**config.mk**
```make
export PLATFORM = sky130hd
export DESIGN_NAME = spq_cell
export DESIGN_NICKNAME = d
export VERILOG_FILES = /design/src/spq_pkg.sv /design/src/spq_cell.sv
export SDC_FILE = /design/constraint.sdc
export NUM_CORES = 1
export LEC_CHECK = 0
export ABC_AREA = 1
export CAP_MARGIN = 20
export CORE_AREA = 2 2 98 100
export CTS_CLUSTER_DIAMETER = 150
export DETAILED_ROUTE_END_ITERATION = 10
export DIE_AREA = 0 0 100 102
export DONT_BUFFER_PORTS = 1
export PLACE_DENSITY = 0.5
export REMOVE_ABC_BUFFERS = 1
export SLEW_MARGIN = 20
export SYNTH_ARGS = -nofsm -noshare
export SYNTH_HDL_FRONTEND = slang
export SYNTH_SLANG_ARGS = --single-unit
```
**constraint.sdc**
```tcl
create_clock -name clk -period 3.6 [get_ports clk]
set_input_delay 0.54 -clock clk [delete_from_list [all_inputs] [get_ports clk]]
set_output_delay 0.54 -clock clk [all_outputs]
set_load 0.1 [all_outputs]
```
**src/spq_pkg.sv**
```systemverilog
// Package with the shared types and constants of the sorted priority queue.
`timescale 1ns / 1ps
package spq_pkg;

	localparam int DEPTH_DEFAULT = 512;
	localparam int COUNT_W = 10;

	localparam logic MODE_PUSH = 1'b0;
	localparam logic MODE_POP  = 1'b1;

	typedef struct packed {
		logic [31:0] prio;
		logic [8:0]  key;
		logic [8:0]  left;
		logic [8:0]  right;
	} entry_t;

	typedef struct packed {
		logic        mode;
		logic [31:0] new_priority;
		logic [8:0]  new_key_ref;
		logic [8:0]  new_left_ref;
		logic [8:0]  new_right_ref;
	} req_t;

	typedef struct packed {
		logic               popped_valid;
		logic [31:0]        popped_priority;
		logic [8:0]         popped_key_ref;
		logic [8:0]         popped_left_ref;
		logic [8:0]         popped_right_ref;
		logic               underflow;
		logic               overflow;
		logic [COUNT_W-1:0] entry_count;
		logic               queue_empty;
		logic [31:0]        head_priority;
		logic [8:0]         head_key_ref;
	} res_t;

	typedef struct packed {
		logic   push;
		logic   pop;
		logic   head_ins;
		entry_t new_ent;
	} ctrl_t;

endpackage

```
**src/spq_cell.sv**
```systemverilog
// One slot of the sorted chain: holds an entry and inserts, shifts or keeps it on each request.
`timescale 1ns / 1ps
module spq_cell import spq_pkg::*; #(
	parameter int IDX = 0,
	parameter int CW  = 10
) (
	input  logic          clk,
	input  ctrl_t         ctrl,
	input  logic [CW-1:0] count,
	input  entry_t        prev_ent,
	input  logic          prev_after,
	input  entry_t        next_ent,
	output entry_t        ent,
	output logic          after
);

	entry_t ent_q;
	logic   occupied;
	logic   less;

	assign occupied = CW'(IDX) < count;
	assign less     = occupied && (ent_q.prio < ctrl.new_ent.prio);

	// The head cell follows only the head decision; later cells also yield to a pushed priority no larger than theirs.
	if (IDX == 0) begin : g_head
		assign after = ctrl.head_ins;
	end else begin : g_body
		assign after = ctrl.head_ins || !less;
	end

	always_ff @(posedge clk) begin
		if (ctrl.push && after) begin
			ent_q <= prev_after ? prev_ent : ctrl.new_ent;
		end else if (ctrl.pop) begin
			ent_q <= next_ent;
		end
	end

	assign ent = ent_q;

endmodule

```
==> flow_metrics.env <==
export IMPL_synth_edff_count=59
export IMPL_num_rows=35
export IMPL_slew_headroom_pct=34.5
export IMPL_yosys_warnings=0
export IMPL_die_w_um=100
export IMPL_period_share_pct=52.1
export IMPL_die_y_um=102
export IMPL_gp_congestion=0.763
export IMPL_grt_overflow=0
export IMPL_grt_pass1_vias=2408
export IMPL_grt_max_degree=61
export IMPL_io_pins=252
export IMPL_cts_buffer_depth=2
export IMPL_synth_area_sq_um=3280
export IMPL_fp_coreArea_sq_um=9110
export IMPL_synth_cell_types=8
export IMPL_vias_per_cell=4.83
export IMPL_synth_async_reset_ratio_pct=0
export IMPL_drt_iter0_markers=62
export IMPL_synth_compound_area_share_pct=0
export IMPL_hp_class="in2reg"
export IMPL_synth_top_area_cell="edfxtp_1"
export IMPL_cp_start_kind="flip-flop"
export IMPL_maxCapViolations=0
export IMPL_yosys_area_share_simple_pct=40.9
export IMPL_port_buffers=0
export IMPL_post_cts_setup_buffers=0
export IMPL_synth_xor_area_share_pct=0
export IMPL_antenna_found_initial=0
export IMPL_final_cells=545
export IMPL_cts_clk_slew_worst_paths_ns=0.07
export IMPL_p_per_area_nw_per_um2=617
export IMPL_critPathKind="reg2out"
export IMPL_root_buffer="clkbuf_8"
export IMPL_synth_area_leaders="edfxtp_1, nand2_1, buf_2"
export IMPL_hold_viol_final=0
export IMPL_status="completed"
export IMPL_synth_top_area_share_pct=54.1
export IMPL_initial_core_util_pct=36.0
export IMPL_synthAdderAreaFrac_pct=0
export IMPL_route_detailed_drc=0
export IMPL_crit_fanout=1
export IMPL_synthCells=443
export IMPL_numCtsBuffers=9
export IMPL_drt_wl_total_mm=7.98
export IMPL_n_antenna_cell=0
export IMPL_ys_seq_area_share_pct=54.1
export IMPL_whs_ns=0.397
export IMPL_peakVddDrop_mv=0.203
export IMPL_ys_dominant_reg_cell="edfxtp_1"
export IMPL_grt_pass1_wl_mm=11.8
export IMPL_clock_sinks=59
export IMPL_hpwl_mm=5.49
export IMPL_cts_tree="built"
export IMPL_syn_avg_cell_area_sq_um=7.39
export IMPL_leakage_nw=1.73
export IMPL_num_vias=2635
export IMPL_post_route_min_period_ns=1.88
export IMPL_layout_nets=623
export IMPL_worstMarginPinSlew_ns=0.985
export IMPL_fmax_mhz=533
export IMPL_synth_top_family_by_area="simple AND/OR/NAND/NOR gates"
export IMPL_firstDrtPassIters=4
export IMPL_critPathRequiredTime_ns=3.06
export IMPL_cts_repair_resized=0
export IMPL_holdBufCountCts=0
export IMPL_routedWlPerCell_um=14.6
export IMPL_synth_common_cells="nand2_1, edfxtp_1, buf_2"
export IMPL_synth_mux_area_share_pct=0
export IMPL_slew_viol_final=0
export IMPL_largest_register_ffs=59
export IMPL_drive_gt1_share_pct=4.61
export IMPL_ys_seq_elements=59
export IMPL_synth_most_common_cell="nand2_1"
export IMPL_grt_setup_unrepaired="no"
export IMPL_htreeDepth=3
export IMPL_detail_route_antenna_nets=0
export IMPL_critPathCaptureType="output pin"
export IMPL_track_usage_pct=15.3
export IMPL_nFillCells=948
export IMPL_die_area_sq_um=10200
export IMPL_critical_path_arrival_ns=1.34
export IMPL_dp_cells=531
export IMPL_setup_violations=0
export IMPL_syn_to_final_growth_pct=4.70
layout make-up:
| cell class | count | area (sq um) | area share (%) |
|---|---|---|---|
| clock buffers | 10 | 128 | 3.72 |
| clock inverters | 4 | 20.0 | 0.584 |
| inverters | 2 | 7.51 | 0.219 |
| multi-input cells | 356 | 1340 | 39.1 |
| flip-flops and latches | 59 | 1770 | 51.7 |
| well taps | 111 | 139 | 4.05 |
| repair buffers | 3 | 22.5 | 0.657 |
cells by family (layout without fill, tap and decap cells):
family,count (synthesis),count (layout)
flops,59,59
buf+inv,28,19
simple gates,356,356
power breakdown:
| part | switching (mW) | total [mW] | internal, mW |
|---|---|---|---|
| Combinational | 0.104 | 0.158 | 0.0538 |
| Sequential | 0.618 | 1.48 | 0.861 |
| Clock | 0.242 | 0.479 | 0.237 |
through the flow:
stage	power [mW]	setup slack (ns)	instance area [sq um]	utilization [%]	TNS, ns
final	2.12	1.72	3430	37.7	0
after global routing	2.21	1.68	3430	37.7	0
after CTS	2.15	1.69	3430	37.7	0
after detailed placement	1.65	1.54	3280	36.0	0
after global placement	1.66	1.54	3280	36.0	0
after floorplan	1.60	-0.398	3120	-	-23.50
metal layers:
| layer | up-vias | track usage, % | routed length [um] |
|---|---|---|---|
| met5 | - | 0 | 0 |
| met4 | 0 | 7.27 | 130 |
| met3 | 11 | 6.43 | 886 |
| met2 | 151 | 26.2 | 3890 |
| met1 | 1135 | 16.6 | 3070 |
| li1 | 1338 | - | - |
path summary, 6_finish.rpt:
kind / startpoint / endpoint / cells after the start
worst max-delay path: ent[13] / ent[13] / 0
worst min-delay path: next_ent[14] / ent[14] / 2
cell usage in the layout, fill, tap and decap left out:
cell	netlist	routed
buf_4	3	3
clkbuf_1	4	1
or2_2	0	1
nand2_1	355	354
clkinv_2	0	4
edfxtp_1	59	59
inv_2	2	2
clkbuf_8	0	9
nand2_2	0	1
No activity file was read; power rests on OpenSTA's default activity.
